[config.mk]
export PLATFORM = sky130hd
export DESIGN_NAME = fwrf_ctrl_flat
export DESIGN_NICKNAME = d
export VERILOG_FILES = /design/src/rtl/fwrf_pkg.sv /design/src/rtl/fwrf_in_if.sv /design/src/rtl/fwrf_ctrl.sv /design/src/flat_wrapper.sv
export SDC_FILE = /design/constraint.sdc
export NUM_CORES = 1
export LEC_CHECK = 0
export ABC_CLOCK_PERIOD_IN_PS = 2990
export BUFFER_PORTS_ARGS = -buffer_cell sky130_fd_sc_hd__buf_4
export CAP_MARGIN = 20
export CORE_AREA = 2 2 56 58
export CTS_CLUSTER_DIAMETER = 200
export DETAILED_ROUTE_END_ITERATION = 10
export DIE_AREA = 0 0 58 60
export PLACE_DENSITY = 0.68
export SLEW_MARGIN = 15
export SYNTH_ARGS = -nofsm -noshare
export SYNTH_HDL_FRONTEND = slang
export SYNTH_SLANG_ARGS = --single-unit
[constraint.sdc]
create_clock -name clk_i -period 2.99 [get_ports clk_i]
set_input_delay 0 -clock clk_i [delete_from_list [all_inputs] [get_ports clk_i]]
set_output_delay 0 -clock clk_i [all_outputs]
set_load 0.03 [all_outputs]
[src/rtl/fwrf_pkg.sv]
// shared types and constants of the fixed-width radix formatter
package fwrf_pkg;

  localparam int unsigned MaxDigitsDef = 32;
  localparam int unsigned OpWidth      = 2;
  localparam int unsigned ValueWidth   = 32;
  localparam int unsigned CountWidth   = 6;
  localparam int unsigned CharWidth    = 7;
  localparam int unsigned DigitWidth   = 4;

  typedef enum logic [OpWidth-1:0] {
    OP_UDEC = 2'd0,
    OP_SDEC = 2'd1,
    OP_HEX  = 2'd2,
    OP_BIN  = 2'd3
  } op_e;

  localparam logic [CharWidth-1:0] CharZero  = 7'h30;
  localparam logic [CharWidth-1:0] CharA     = 7'h41;
  localparam logic [CharWidth-1:0] CharPlus  = 7'h2B;
  localparam logic [CharWidth-1:0] CharMinus = 7'h2D;

  // reciprocal of ten scaled by 2^35
  localparam logic [ValueWidth-1:0] RecipTen   = 32'hCCCC_CCCD;
  localparam int unsigned           RecipShift = 35;

  // controller to datapath
  typedef struct packed {
    logic load;
    logic step;
    logic emit_sign;
    logic emit_digit;
    logic last;
  } cmd_t;

  // datapath to controller
  typedef struct packed {
    logic out_free;
  } status_t;

  function automatic logic [CharWidth-1:0] digit_char(input logic [DigitWidth-1:0] d);
    logic [CharWidth-1:0] c;
    if (d < 4'd10) begin
      c = CharZero + CharWidth'(d);
    end else begin
      c = CharA + CharWidth'(d - 4'd10);
    end
    return c;
  endfunction

endpackage

[src/rtl/fwrf_in_if.sv]
// request and result channel interfaces
interface fwrf_in_if;
  logic                            valid;
  logic                            ready;
  logic [fwrf_pkg::OpWidth-1:0]    op;
  logic [fwrf_pkg::ValueWidth-1:0] value;
  logic [fwrf_pkg::CountWidth-1:0] digit_count;

  modport source (output valid, op, value, digit_count, input ready);
  modport sink   (input valid, op, value, digit_count, output ready);
endinterface


[src/rtl/fwrf_ctrl.sv]
// sequencer of the formatter: digit extraction then character emission
module fwrf_ctrl #(
  parameter int unsigned MAX_DIGITS = fwrf_pkg::MaxDigitsDef,
  localparam int unsigned IdxWidth  = $clog2(MAX_DIGITS)
) (
  input  logic                 clk_i,
  input  logic                 rst_ni,
  fwrf_in_if.sink              req_i,
  input  fwrf_pkg::status_t    status_i,
  output fwrf_pkg::cmd_t       cmd_o,
  output logic [IdxWidth-1:0]  idx_o
);
  import fwrf_pkg::*;

  typedef enum logic [3:0] {
    ST_IDLE = 4'b0001,
    ST_CALC = 4'b0010,
    ST_SIGN = 4'b0100,
    ST_EMIT = 4'b1000
  } state_e;

  state_e               state_q, state_d;
  logic [IdxWidth-1:0]  idx_q, idx_d;
  logic [IdxWidth-1:0]  last_idx_q, last_idx_d;
  logic                 sdec_q, sdec_d;
  logic [IdxWidth-1:0]  clamp_idx;

  // digit count to index of the top digit, zero treated as one, counts above MAX_DIGITS saturated
  always_comb begin
    if (req_i.digit_count == '0) begin
      clamp_idx = '0;
    end else if (int'(req_i.digit_count) > int'(MAX_DIGITS)) begin
      clamp_idx = IdxWidth'(MAX_DIGITS - 1);
    end else begin
      clamp_idx = IdxWidth'(req_i.digit_count - 6'd1);
    end
  end

  assign req_i.ready = (state_q == ST_IDLE);
  assign idx_o       = idx_q;

  always_comb begin
    state_d    = state_q;
    idx_d      = idx_q;
    last_idx_d = last_idx_q;
    sdec_d     = sdec_q;
    cmd_o      = '0;
    case (state_q)
      ST_IDLE: begin
        if (req_i.valid) begin
          cmd_o.load = 1'b1;
          idx_d      = '0;
          last_idx_d = clamp_idx;
          sdec_d     = (op_e'(req_i.op) == OP_SDEC);
          state_d    = ST_CALC;
        end
      end
      ST_CALC: begin
        cmd_o.step = 1'b1;
        if (idx_q == last_idx_q) begin
          state_d = sdec_q ? ST_SIGN : ST_EMIT;
        end else begin
          idx_d = idx_q + IdxWidth'(1);
        end
      end
      ST_SIGN: begin
        if (status_i.out_free) begin
          cmd_o.emit_sign = 1'b1;
          state_d         = ST_EMIT;
        end
      end
      ST_EMIT: begin
        if (status_i.out_free) begin
          cmd_o.emit_digit = 1'b1;
          cmd_o.last       = (idx_q == '0);
          if (idx_q == '0) begin
            state_d = ST_IDLE;
          end else begin
            idx_d = idx_q - IdxWidth'(1);
          end
        end
      end
      default: begin
        state_d = ST_IDLE;
      end
    endcase
  end

  always_ff @(posedge clk_i or negedge rst_ni) begin
    if (!rst_ni) begin
      state_q    <= ST_IDLE;
      idx_q      <= '0;
      last_idx_q <= '0;
      sdec_q     <= 1'b0;
    end else begin
      state_q    <= state_d;
      idx_q      <= idx_d;
      last_idx_q <= last_idx_d;
      sdec_q     <= sdec_d;
    end
  end

endmodule

[src/flat_wrapper.sv]
// flat-port wrapper written by rule: the top's interface ports become plain ports
module fwrf_ctrl_flat import fwrf_pkg::*;
#(
  parameter int unsigned MAX_DIGITS = fwrf_pkg::MaxDigitsDef,
  localparam int unsigned IdxWidth  = $clog2(MAX_DIGITS)
)
  (clk_i, rst_ni, status_i, cmd_o, idx_o, req_i_valid, req_i_op, req_i_value, req_i_digit_count, req_i_ready);
  fwrf_in_if req_i_i ();
  input  logic clk_i;
  input  logic rst_ni;
  input  fwrf_pkg::status_t status_i;
  output fwrf_pkg::cmd_t cmd_o;
  output logic [IdxWidth-1:0] idx_o;
  input wire logic [$bits(req_i_i.valid)-1:0] req_i_valid;
  input wire logic [$bits(req_i_i.op)-1:0] req_i_op;
  input wire logic [$bits(req_i_i.value)-1:0] req_i_value;
  input wire logic [$bits(req_i_i.digit_count)-1:0] req_i_digit_count;
  output wire logic [$bits(req_i_i.ready)-1:0] req_i_ready;
  assign req_i_i.valid = req_i_valid;
  assign req_i_i.op = req_i_op;
  assign req_i_i.value = req_i_value;
  assign req_i_i.digit_count = req_i_digit_count;
  assign req_i_ready = req_i_i.ready;
  fwrf_ctrl #(.MAX_DIGITS(MAX_DIGITS)) u_core (.clk_i(clk_i), .rst_ni(rst_ni), .req_i(req_i_i), .status_i(status_i), .cmd_o(cmd_o), .idx_o(idx_o));
endmodule
-- Yosys cells after proc, flatten, opt, wreduce, memory -nomap -nowiden
Index checks and enable logic that the tools add are counted.
- reduce and logical (&&, ||, !) cells: 6
- $add $sub $neg: 3
- equal/unequal tests: 13
- $lt $le $gt $ge: 1
- mux-type cells: 21
- operator list (operator ; number):
    $mux 5 ; 6
    $mux 4 ; 6
    $pmux 4 s4 ; 1
    $pmux 5 s3 ; 1
    $ne 2x2->1 const B ; 5
    $reduce_and 5->1 ; 2
    $sub 5x1->5 const B ; 2
    $gt 6x6->1 const B ; 1
    $logic_not 6->1 ; 1
    $add 5x1->5 const B ; 1
    $eq 5x5->1 ; 1
    $logic_not 5->1 ; 1
    $mux 1 ; 5
    $eq 4x1->1 const B ; 1
    $eq 4x2->1 const B ; 1
    $eq 4x3->1 const B ; 1
    $eq 4x4->1 const B ; 1
    $mux 2 ; 2
    $ne 2x1->1 const B ; 2
    $reduce_bool 3->1 ; 1
    $eq 2x1->1 const B ; 1
    $reduce_and 2->1 ; 1
- word-level logic and storage cells: 48
- output and inout port bits: 11
- input port bits: 44
- register bits after elaboration: 15

-- Depth between registers and ports, before layout
Gate-level depths: netlist of run 1.
- word-level depth: 4
- depth in mapped cells: 9
- depth with buffers taken out: 8

-- Worst setup path after synthesis of run 1
OpenSTA, ideal clock, no wires.
- kind: flip-flop to flip-flop
- start point: register u_core.state_q[1]
- end point: register u_core.idx_q[4], in the netlist u_core.idx_o[4]
- buffers on the path: 1
- required time: 2.849 ns
- path slack: 0.774 ns
- library setup time: 0.141 ns
- cell stages (with the launch flop): 10
- period minus slack after synthesis: 2.216 ns
- arrival: 2.075 ns
- path through: dfrtp_1 > or4b_1 > buf_2 > xnor2_1 > ha_1 > nand3_1 > nor2_1 > a211oi_1 > o31ai_1 > o41ai_2
- cells in the longest elaborated chain, start to end: 3
- elaborated cells on any way between the ends: 10
- classes of those cells: 7 x eq/ne; 1 x mux; 2 x reduce/logical
- ends and longest elaborated chain (item ; line ; text):
    from (decl) ; fwrf_ctrl.sv:22 ; state_e state_q, state_d;
    from (signal assigned) ; fwrf_ctrl.sv:96 ; state_q <= state_d;
    $eq 4x4->1 (tied with other cells) ; fwrf_ctrl.sv:48 ; case (state_q)
    $ne 2x2->1 (no source line) / $reduce_bool 3->1 (equally long branches) ; n/a ;
    $reduce_and 5->1 (no source line) ; n/a ;
    to (signal assigned) ; fwrf_ctrl.sv:97 ; idx_q <= idx_d;
    to (decl) ; fwrf_ctrl.sv:23 ; logic [IdxWidth-1:0] idx_q, idx_d;
Several ways; a longest one is shown, not always the timed one.
A chain may end at the register's enable or synchronous reset.

-- Worst setup path in the final report of run 1
Same ends and word-level chain as after synthesis.

==> results of run 1 <==
==> metal layers <==
layer	global-route usage [%]	up-vias	share of wire, %
li1	-	495	-
met1	18.57	483	43
met2	26.79	29	52
met3	1.948	2	3.5
met4	6.312	0	1.1
met5	0	-	0
==> flip-flops by register name, indices dropped and copies added (netlist names) <==
signal / count
u_core.state_q: 4
u_core.last_idx_q: 5
u_core.idx_o: 5
u_core.sdec_q: 1
==> cell families after synthesis <==
group / Yosys count
xor+xnor: 9
fa+ha+maj: 6
simple gates: 43
flops: 15
compound gates: 34
buf+inv: 13
==> cell usage in the layout, fill, tap and decap left out, types with 5 or more instances in the layout <==
cell type   n
nand2_1    10
dfrtp_1    14
nor3_1      5
inv_1       8
a21oi_1     7
xnor2_1     9
nor2_1      5
o21ai_0     7
o31ai_1     5
buf_4      22
==> worst max path at each step <==
stage / depth (start not counted) / end
after floorplan: 9 / u_core.idx_o[4]
after global placement: 8 / u_core.idx_o[4]
after detailed placement: 8 / u_core.idx_o[4]
after CTS: 8 / u_core.idx_o[4]
after global routing: 8 / u_core.idx_o[4]
final: 8 / u_core.idx_o[4]
==> critical path: cells and delay by family, from the launching register on <==
kind	cells	cell delay, ps
AO/OA/AOI/OAI	3	450
XOR/XNOR	1	210
flip-flops	1	460
AND/OR/NAND/NOR	3	940
adder cells (fa/ha/maj)	1	280
==> power groups by stage <==
stage	sequential [mW]	clock, mW	combinational (mW)
floorplan	0.380	0	0.495
global placement	0.384	0	0.625
detailed placement	0.387	0	0.641
CTS	0.383	0.121	0.649
global route	0.395	0.129	0.726
finish	0.382	0.117	0.646
==> repair_timing <==
item                                    CTS  global route
hold buffers                              4             0
endpoints found under the setup margin    0             0
hold endpoints to repair                 17             0
==> cell type report <==
type | count | area [µm²] | area share (%)
Clock buffer | 3 | 22.52 | 1.667
Clock inverter | 1 | 5.005 | 0.3704
Inverter | 8 | 30.03 | 2.222
Multi-Input combinational cell | 92 | 670.6 | 49.63
Sequential cell | 15 | 376.6 | 27.87
Tap cell | 33 | 41.29 | 3.056
Timing Repair Buffer | 26 | 205.2 | 15.19
==> qor.txt, run 1 <==
Logic gate share of total power = 56.4%
Clock share of power = 10.3%
FF-to-FF Start = u_core.state_q[1]
Worst slew pin tran = 983.1 ps
Hold wc startpoint = req_i_digit_count[5]
Final nets = 193
Register area share after synthesis = 34.24%
Slew headroom = 33.54%
Fin. Hold Viols = 0
Internal Power = 0.6180 mW
Post-Synth XOR/XNOR Area = 7.167%
Vias = 1009
CP required = 3150 ps
Post-route minimum period = 2458 ps
Number of synthesized register bits = 15
Max Cap Viol = 0
Number of synthesized flops with an enable pin = 0
Fraction of layout cells with a size suffix above 1 = 25.52%
Post-synthesis mux area share = 0%
Setup tns final = 0 ps
Antenna-violating nets left = 0
Crit path kind = flip-flop to flip-flop
Via-to-Cell Ratio = 5.669
Fin. max-slew vios = 0
Post-synth ARST share = 100.0%
WL/cell = 13.47 µm
CTS clk-pin slew, worst paths = 100 ps
N_diodes = 0
Port buffer count = 22
CTS tree = yes
Layout Utilization = 46.55%
FILL cells = 306
Hold EP = u_core.last_idx_q[4]
Largest net degree at the start of global routing = 16
Total gr overflow = 0
Dpl hpwl = 1.897 mm
Die Span Y = 60 µm
RR Endpoint = u_core.idx_o[4]
Initial core utilization = 37.89%
Design area = 0.001351 mm²
Status = finished clean
I/O Pins = 55
Share of Yosys cell area claimed by the top area cell type = 31.85%
Clk root buf = clkbuf_4
Slowest-stage cell, CP = or4b_1
Vias in the first global route = 930
Post-Synth Simple-Gate Area = 24.57%
Largest family of logic cells by synthesized area = simple AND/OR/NAND/NOR gates
Core ar. = 0.002903 mm²
DRT iter0 DRCs = 12
Max Fclk = 406.8 MHz
Leak = 0.6002 nW
Yosys warning count = 0
First-pass GRT wire length = 4.071 mm
CTS resizes = 0
Synth area leaders = dfrtp_1 (32%), xnor2_1 (7.2%), o41ai_2 (4.4%)
CP Cell Sequence = or4b_1, xnor2_1, ha_1, nand3_1, nor2_1, a211oi_1, o31ai_1, o41ai_2
Remaining DRCs = 0
Cell with the most instances after synthesis = dfrtp_1
Synth area leader = dfrtp_1
Detailed Route WL = 2.398 mm
Worst skew pair latency = 280 ps
Mapped cell area = 0.001100 mm²
Inserted Clock Buffers = 3
Hold WC Path Type = primary input to flip-flop
Non-filler cells, final = 178
Reg-to-reg setup timing slack = 530 ps
Finish-stage setup viols = 0
Total track usage = 15.15%
Adder-cell share of the synthesized area = 6.143%
Synth cell types = 40
CP max FO = 6
Worst r2r path cells = 8
Seq pwr share = 33.4%
First-pass iteration count of the detailed router = 4
Hold Crit Depth = 3
Commonest cells in the synthesized netlist = dfrtp_1 (14), nand2_1 (10), xnor2_1 (9), inv_1 (8)
Area grow syn2layout = 22.87%
Critical path launch point = u_core.state_q[1]
CP arrival = 2620 ps
Syn Nets = 167
WHS = 57.59 ps
Crit-path max cell delay = 690 ps
# H-tree levels = 1
Sw Pwr = 0.5278 mW
Worst Setup Slack post-DPL = 563.0 ps
RSZ-0062 raised after global routing = false
Die Wd = 58 µm
Row Count = 20
Initial antenna violation count = 0
GPL Wtd Cong = 0.8233
Clock Sinks = 15
Pwr Total = 1.146 mW
Crit end category = flip-flop
DIE AREA = 0.003480 mm²
Worst vdd rail ir drop = 0.3804 mV
Mapped Avg Cell Area = 9.165 µm²
Switching Fraction = 46.06%
Post-synthesis compound-gate area fraction = 23.09%
Placed Area = 0.001284 mm²
DP Cell Count = 170
Clk buf depth = 2
Clock Skew = 7.407 ps
CP startpoint kind = flip-flop
Final period utilization = 82.22%
Mapped Cells = 120
Ys flop type = dfrtp_1
PwrDens = 847.9 mW/mm²
Final WS setup = 531.7 ps
Postcts setup bufs = 0
(Power assumes the default switching activity.)
==> run 2, diff against run 1 <==
ABC_AREA = 1   (was default)
ABC_CLOCK_PERIOD_IN_PS = 2200   (was 2990)
CORE_AREA = 2 2 58 60   (was 2 2 56 58)
DIE_AREA = 0 0 60 62   (was 0 0 58 60)
PLACE_DENSITY = 0.69   (was 0.68)
clock period = 2.2 ns   (was 2.99 ns; I/O delays follow)
==> run 2 against run 1 <==
  * Utilization down 0.43 points
  * Area after synthesis up 6.1%
  * Design area up 8.5%
  * First-iteration DRC count up 42%
  * Non-clock buffer count up 1
  * Via count up 8.6%
  * Combinational power up 54%
  * Global-route usage down 0.47 points
  * Wire length up 0.13%
  * Clock power up 41%
  * Critical path depth down 1
  * Maximum frequency up 26%
  * Critical path type unchanged
  * Largest cell class unchanged
==> qor.txt, run 2 <==
CP startpoint kind = flip-flop
Die Span Y = 62 µm
Post-synth ARST share = 100.0%
Vias = 1096
First-pass iteration count of the detailed router = 4
Leak = 0.7948 nW
Clk buf depth = 2
CTS tree = yes
Worst skew pair latency = 280 ps
CP required = 2410 ps
Max Fclk = 514.0 MHz
CP arrival = 2160 ps
Total gr overflow = 0
Yosys warning count = 0
WL/cell = 9.800 µm
GPL Wtd Cong = 0.8528
Core ar. = 0.003179 mm²
Finish-stage setup viols = 0
Via-to-Cell Ratio = 4.473
Number of synthesized flops with an enable pin = 0
Vias in the first global route = 957
Synth area leaders = dfrtp_1 (30%), nand2_1 (17%), inv_1 (9.3%)
DRT iter0 DRCs = 17
Commonest cells in the synthesized netlist = nand2_1 (53), inv_1 (29), dfrtp_1 (14), nand3_1 (12), nor2_1 (10)
Fraction of layout cells with a size suffix above 1 = 23.12%
Worst slew pin tran = 297.0 ps
DP Cell Count = 236
Synth area leader = dfrtp_1
Total track usage = 14.68%
CTS clk-pin slew, worst paths = 100 ps
Initial core utilization = 36.72%
Clk root buf = clkbuf_4
Row Count = 21
Initial antenna violation count = 0
I/O Pins = 55
Hold WC Path Type = primary input to flip-flop
Most frequent cells in the layout = nand2_1 (53), inv_1 (29), buf_4 (22)
Area grow syn2layout = 25.62%
CP max FO = 7
Syn Nets = 215
Final period utilization = 88.44%
Mapped Avg Cell Area = 6.949 µm²
Mapped Cells = 168
Register area share after synthesis = 32.26%
WHS = 49.15 ps
Status = finished clean
First-pass GRT wire length = 4.071 mm
Die Wd = 60 µm
Fin. max-slew vios = 0
PwrDens = 1120 mW/mm²
Design area = 0.001466 mm²
Crit path kind = flip-flop to flip-flop
N_diodes = 0
Port buffer count = 22
Multi-input gate area = 674.4 µm²
Final nets = 247
Number of synthesized register bits = 15
Cell with the most instances after synthesis = nand2_1
Worst vdd rail ir drop = 0.3833 mV
DIE AREA = 0.003720 mm²
Slew headroom = 80.06%
Worst Setup Slack post-DPL = 461.7 ps
Final WS setup = 254.4 ps
Mapped cell area = 0.001167 mm²
Reg-to-reg setup timing slack = 250 ps
Dpl hpwl = 1.876 mm
Max Cap Viol = 0
Setup tns final = 0 ps
Antenna-violating nets left = 0
Detailed Route WL = 2.401 mm
Synth cell types = 30
Clock Skew = 2.356 ps
Ys flop type = dfrtp_1
CP Cell Sequence = nor2_2, and3_4, nand2_1, inv_1, nand3b_1, dlygate4sd3_1, o21ai_0
Non-filler cells, final = 245
Post-route minimum period = 1946 ps
Sequential Area = 376.6 µm²
Fin. Hold Viols = 0
Remaining DRCs = 0
Crit end category = flip-flop
FILL cells = 323
RSZ-0062 raised after global routing = false
Slowest-stage cell, CP = dlygate4sd3_1
Clock Sinks = 15
Largest net degree at the start of global routing = 16
Crit-path max cell delay = 550 ps
Share of Yosys cell area claimed by the top area cell type = 30.01%
Inserted Clock Buffers = 3
# H-tree levels = 1
Commonest non-fill, non-tap cell in the layout = nand2_1
Placed Area = 0.001390 mm²
run 2: cell types whose count changed in the layout (fill, tap and decap cells not counted), sizes merged, moves of 4 or more:
cell / previous run / this run
inv: 8 / 31
xnor2: 9 / 1
nor2: 5 / 17
o21ai: 7 / 12
nor4b: 4 / 0
o31ai: 5 / 1
nand2: 10 / 57
nor3: 7 / 1
nand3: 3 / 14
run 2: per-stage QoR:
stage | power (mW) | utilization [%]
after floorplan | 1.251 | -
after global placement | 1.472 | 43.72
after detailed placement | 1.480 | 43.72
after CTS | 1.663 | 46.12
after global routing | 1.800 | 46.12
final | 1.643 | 46.12
run 2: timing repair:
action / in CTS / in global routing
hold buffers: 5 / 0
setup buffers: 0 / 0
resized for setup: 0 / 0
hold endpoints to repair: 18 / 0
run 2: area by class of cell:
type | count | share of cell area, %
Multi-Input combinational cell | 122 | 45.99
Sequential cell | 15 | 25.68
Timing Repair Buffer | 27 | 14.68
Inverter | 31 | 7.935
Tap cell | 46 | 3.925
Clock buffer | 4 | 1.792
run 2: worst max-delay path: cells and delay by family (launching register included):
family / cells / cell delay (ps)
compound gates: 1 / 70
simple gates: 4 / 620
flops: 1 / 430
buf+inv: 2 / 750
run 2: cells by family after synthesis:
kind of cell               count (synthesis)  share of synthesized area, %
adders and majority gates                  3                         3.216
DFF                                       15                         32.26
buffers and inverters                     31                         9.968
and+or+nand+nor                           96                         42.23
xor gates and xnor gates                   3                         2.251
AOI/OAI and AO/OA                         20                         10.08
run 2: worst paths after layout:
| check | start | to | cells after the start |
|---|---|---|---|
| worst max-delay path | u_core.state_q[2] | u_core.sdec_q | 7 |
| worst min-delay path | req_i_digit_count[4] | u_core.last_idx_q[4] | 5 |
| worst max register to register | u_core.state_q[2] | u_core.sdec_q | 7 |
| worst min register to register | u_core.last_idx_q[3] | u_core.last_idx_q[3] | 1 |
| max in group asynchronous | rst_ni | u_core.state_q[0] | 2 |
| min in group asynchronous | rst_ni | u_core.idx_o[2] | 2 |
run 2: where the power goes:
part / internal (mW) / switching [mW]
registers: 0.385 / 0.0971
clock network: 0.0704 / 0.0949
logic: 0.357 / 0.639
total: 0.812 / 0.831
run 2: routing by layer:
layer | part of all wire, % | vias to the layer above | GRT usage (%) | routed length [µm]
li1 | - | 591 | - | -
met1 | 47 | 484 | 18.75 | 1133
met2 | 49 | 19 | 25.16 | 1174
met3 | 2.7 | 2 | 1.863 | 65
met4 | 1.1 | 0 | 6.032 | 27
met5 | 0 | - | 0 | 0
==> run 3, diff against run 2 <==
==> constraint.sdc (replaced) <==
create_clock -name clk_i -period 2.2 [get_ports clk_i]
set_input_delay 0.22 -clock clk_i [delete_from_list [all_inputs] [get_ports clk_i]]
set_output_delay 0.22 -clock clk_i [all_outputs]
set_load 0.03 [all_outputs]
==> run 3 against run 2 <==
  * Sequential share of layout area up 0.72 points
  * Worst setup slack better by 78 ps
  * Final cell count down 1.6%
  * Highest routed layer unchanged
  * Count of clock-buffer cells in the layout unchanged
  * Critical path depth down 2
  * Maximum frequency up 4.2%
  * Largest power group unchanged
  * Clock power about the same
  * Via count down 2.3%
  * Power down 0.67%
  * Critical path type is now flip-flop to output pin
  * Combinational power down 0.9%
==> qor.txt, run 3 (same netlist as run 2, synthesis figures left out) <==
Total gr overflow = 0
Hold WC Path Type = primary input to flip-flop
# H-tree levels = 1
Sw Pwr = 0.8253 mW
Initial antenna violation count = 0
Internal Power = 0.8064 mW
Detailed Route WL = 2.342 mm
Postcts setup bufs = 0
Worst skew pair latency = 280 ps
Clock share of power = 10.0%
CP Cell Sequence = nor2_2, and3_4, nand2_1, inv_1, buf_4
Crit path kind = flip-flop to output pin
Clk buf depth = 2
Fin. max-slew vios = 0
Row Count = 21
Worst slew pin tran = 297.0 ps
CP arrival = 1650 ps
Pwr Total = 1.632 mW
Multi-input gate area = 674.4 µm²
Seq pwr share = 29.5%
RR Endpoint = u_core.idx_o[4]
Max Fclk = 535.4 MHz
Worst r2r path cells = 14
Final period utilization = 84.89%
Leak = 0.7806 nW
Die Span Y = 62 µm
Buffers plus inverters on the worst setup path = 2
Clk root buf = clkbuf_4
Antenna-violating nets left = 0
Crit end category = output pin
Inserted Clock Buffers = 3
Critical path's top delay family = simple AND/OR/NAND/NOR gates
Remaining DRCs = 0
GPL Wtd Cong = 0.8528
Worst vdd rail ir drop = 0.3723 mV
Switching Fraction = 50.58%
Status = finished clean
Logic gate share of total power = 60.5%
Fraction of layout cells with a size suffix above 1 = 23.59%
Slowest-stage cell, CP = dfrtp_1
Post-route minimum period = 1868 ps
WHS = 173.3 ps
Max Cap Viol = 0
Sequential Area = 376.6 µm²
Port buffer count = 22
Total track usage = 14.24%
First-pass iteration count of the detailed router = 4
Die Wd = 60 µm
FF-to-FF Start = u_core.state_q[0]
Area grow syn2layout = 22.19%
FILL cells = 325
Via-to-Cell Ratio = 4.444
N_diodes = 0
CP required = 1980 ps
WL/cell = 9.718 µm
Final nets = 243
CP max FO = 7
Clock Skew = 4.713 ps
Dpl hpwl = 1.876 mm
Most frequent cells in the layout = nand2_1 (53), inv_1 (29), buf_4 (22)
Finish-stage setup viols = 0
CTS tree = yes
Critical path launch point = u_core.state_q[2]
Setup tns final = 0 ps
CP Depth = 5
First-pass GRT wire length = 3.960 mm
DIE AREA = 0.003720 mm²
Fin. Hold Viols = 0
CTS clk-pin slew, worst paths = 90 ps
Initial core utilization = 36.72%
I/O Pins = 55
Crit-path max cell delay = 430 ps
RSZ-0062 raised after global routing = false
PwrDens = 1144 mW/mm²
Crit path to = cmd_o[4]
DRT iter0 DRCs = 14
Core ar. = 0.003179 mm²
Vias = 1071
CP startpoint kind = flip-flop
Hold Crit Depth = 3
Slew headroom = 80.06%
Clock Sinks = 15
Commonest non-fill, non-tap cell in the layout = nand2_1
Vias in the first global route = 945
Largest net degree at the start of global routing = 16
Reg-to-reg setup timing slack = 460 ps
[run 3: worst min-delay path by stage]
stage | start | end | slack [ps]
after detailed placement | rst_ni | u_core.state_q[2] | 90
final | req_i_op[0] | u_core.sdec_q | 170
after CTS | req_i_op[0] | u_core.sdec_q | 160
after global placement | rst_ni | u_core.state_q[2] | 90
after floorplan | rst_ni | u_core.idx_o[0] | -80
after global routing | req_i_op[0] | u_core.sdec_q | 170
[run 3: per-stage QoR]
step	cells	util [%]	cell area, µm²	setup slack, ps
detailed placement	236	43.72	1390	461.7
global placement	236	43.72	1390	458.4
CTS	241	44.86	1426	302.9
floorplan	168	-	1167	598.5
global route	241	44.86	1426	178.5
finish	241	44.86	1426	332.4
[run 3: power groups by stage]
stage	Combinational (mW)	Clock [mW]	Sequential [mW]
floorplan	0.752	0	0.499
global placement	0.988	0	0.484
detailed placement	0.994	0	0.486
CTS	1.00	0.174	0.480
global route	1.11	0.185	0.494
finish	0.986	0.164	0.482
[run 3: final cells by class]
| type | instances | share of cell area, % |
|---|---|---|
| Inverter | 31 | 8.158 |
| Timing Repair Buffer | 23 | 12.28 |
| Clock buffer | 4 | 1.842 |
| Sequential cell | 15 | 26.40 |
| Tap cell | 46 | 4.035 |
| Multi-Input combinational cell | 122 | 47.28 |
[run 3: worst reg2reg max path, delay by kind of cell (launching register included)]
family	cells	cell delay, ps
flops	1	590
simple gates	11	810
buf+inv	2	90
fa+ha+maj	1	160
[run 3: timing repair]
item,in CTS,in global routing
hold buffers,1,0
resized for setup,0,0
endpoints found under the hold margin,14,0
[run 3: per-layer routing]
| metal | wire length, µm | global-route usage [%] | vias up |
|---|---|---|---|
| li1 | - | - | 583 |
| met1 | 1128 | 18.49 | 467 |
| met2 | 1117 | 23.91 | 19 |
| met3 | 68 | 1.863 | 2 |
| met4 | 27 | 6.032 | 0 |
| met5 | 0 | 0 | - |
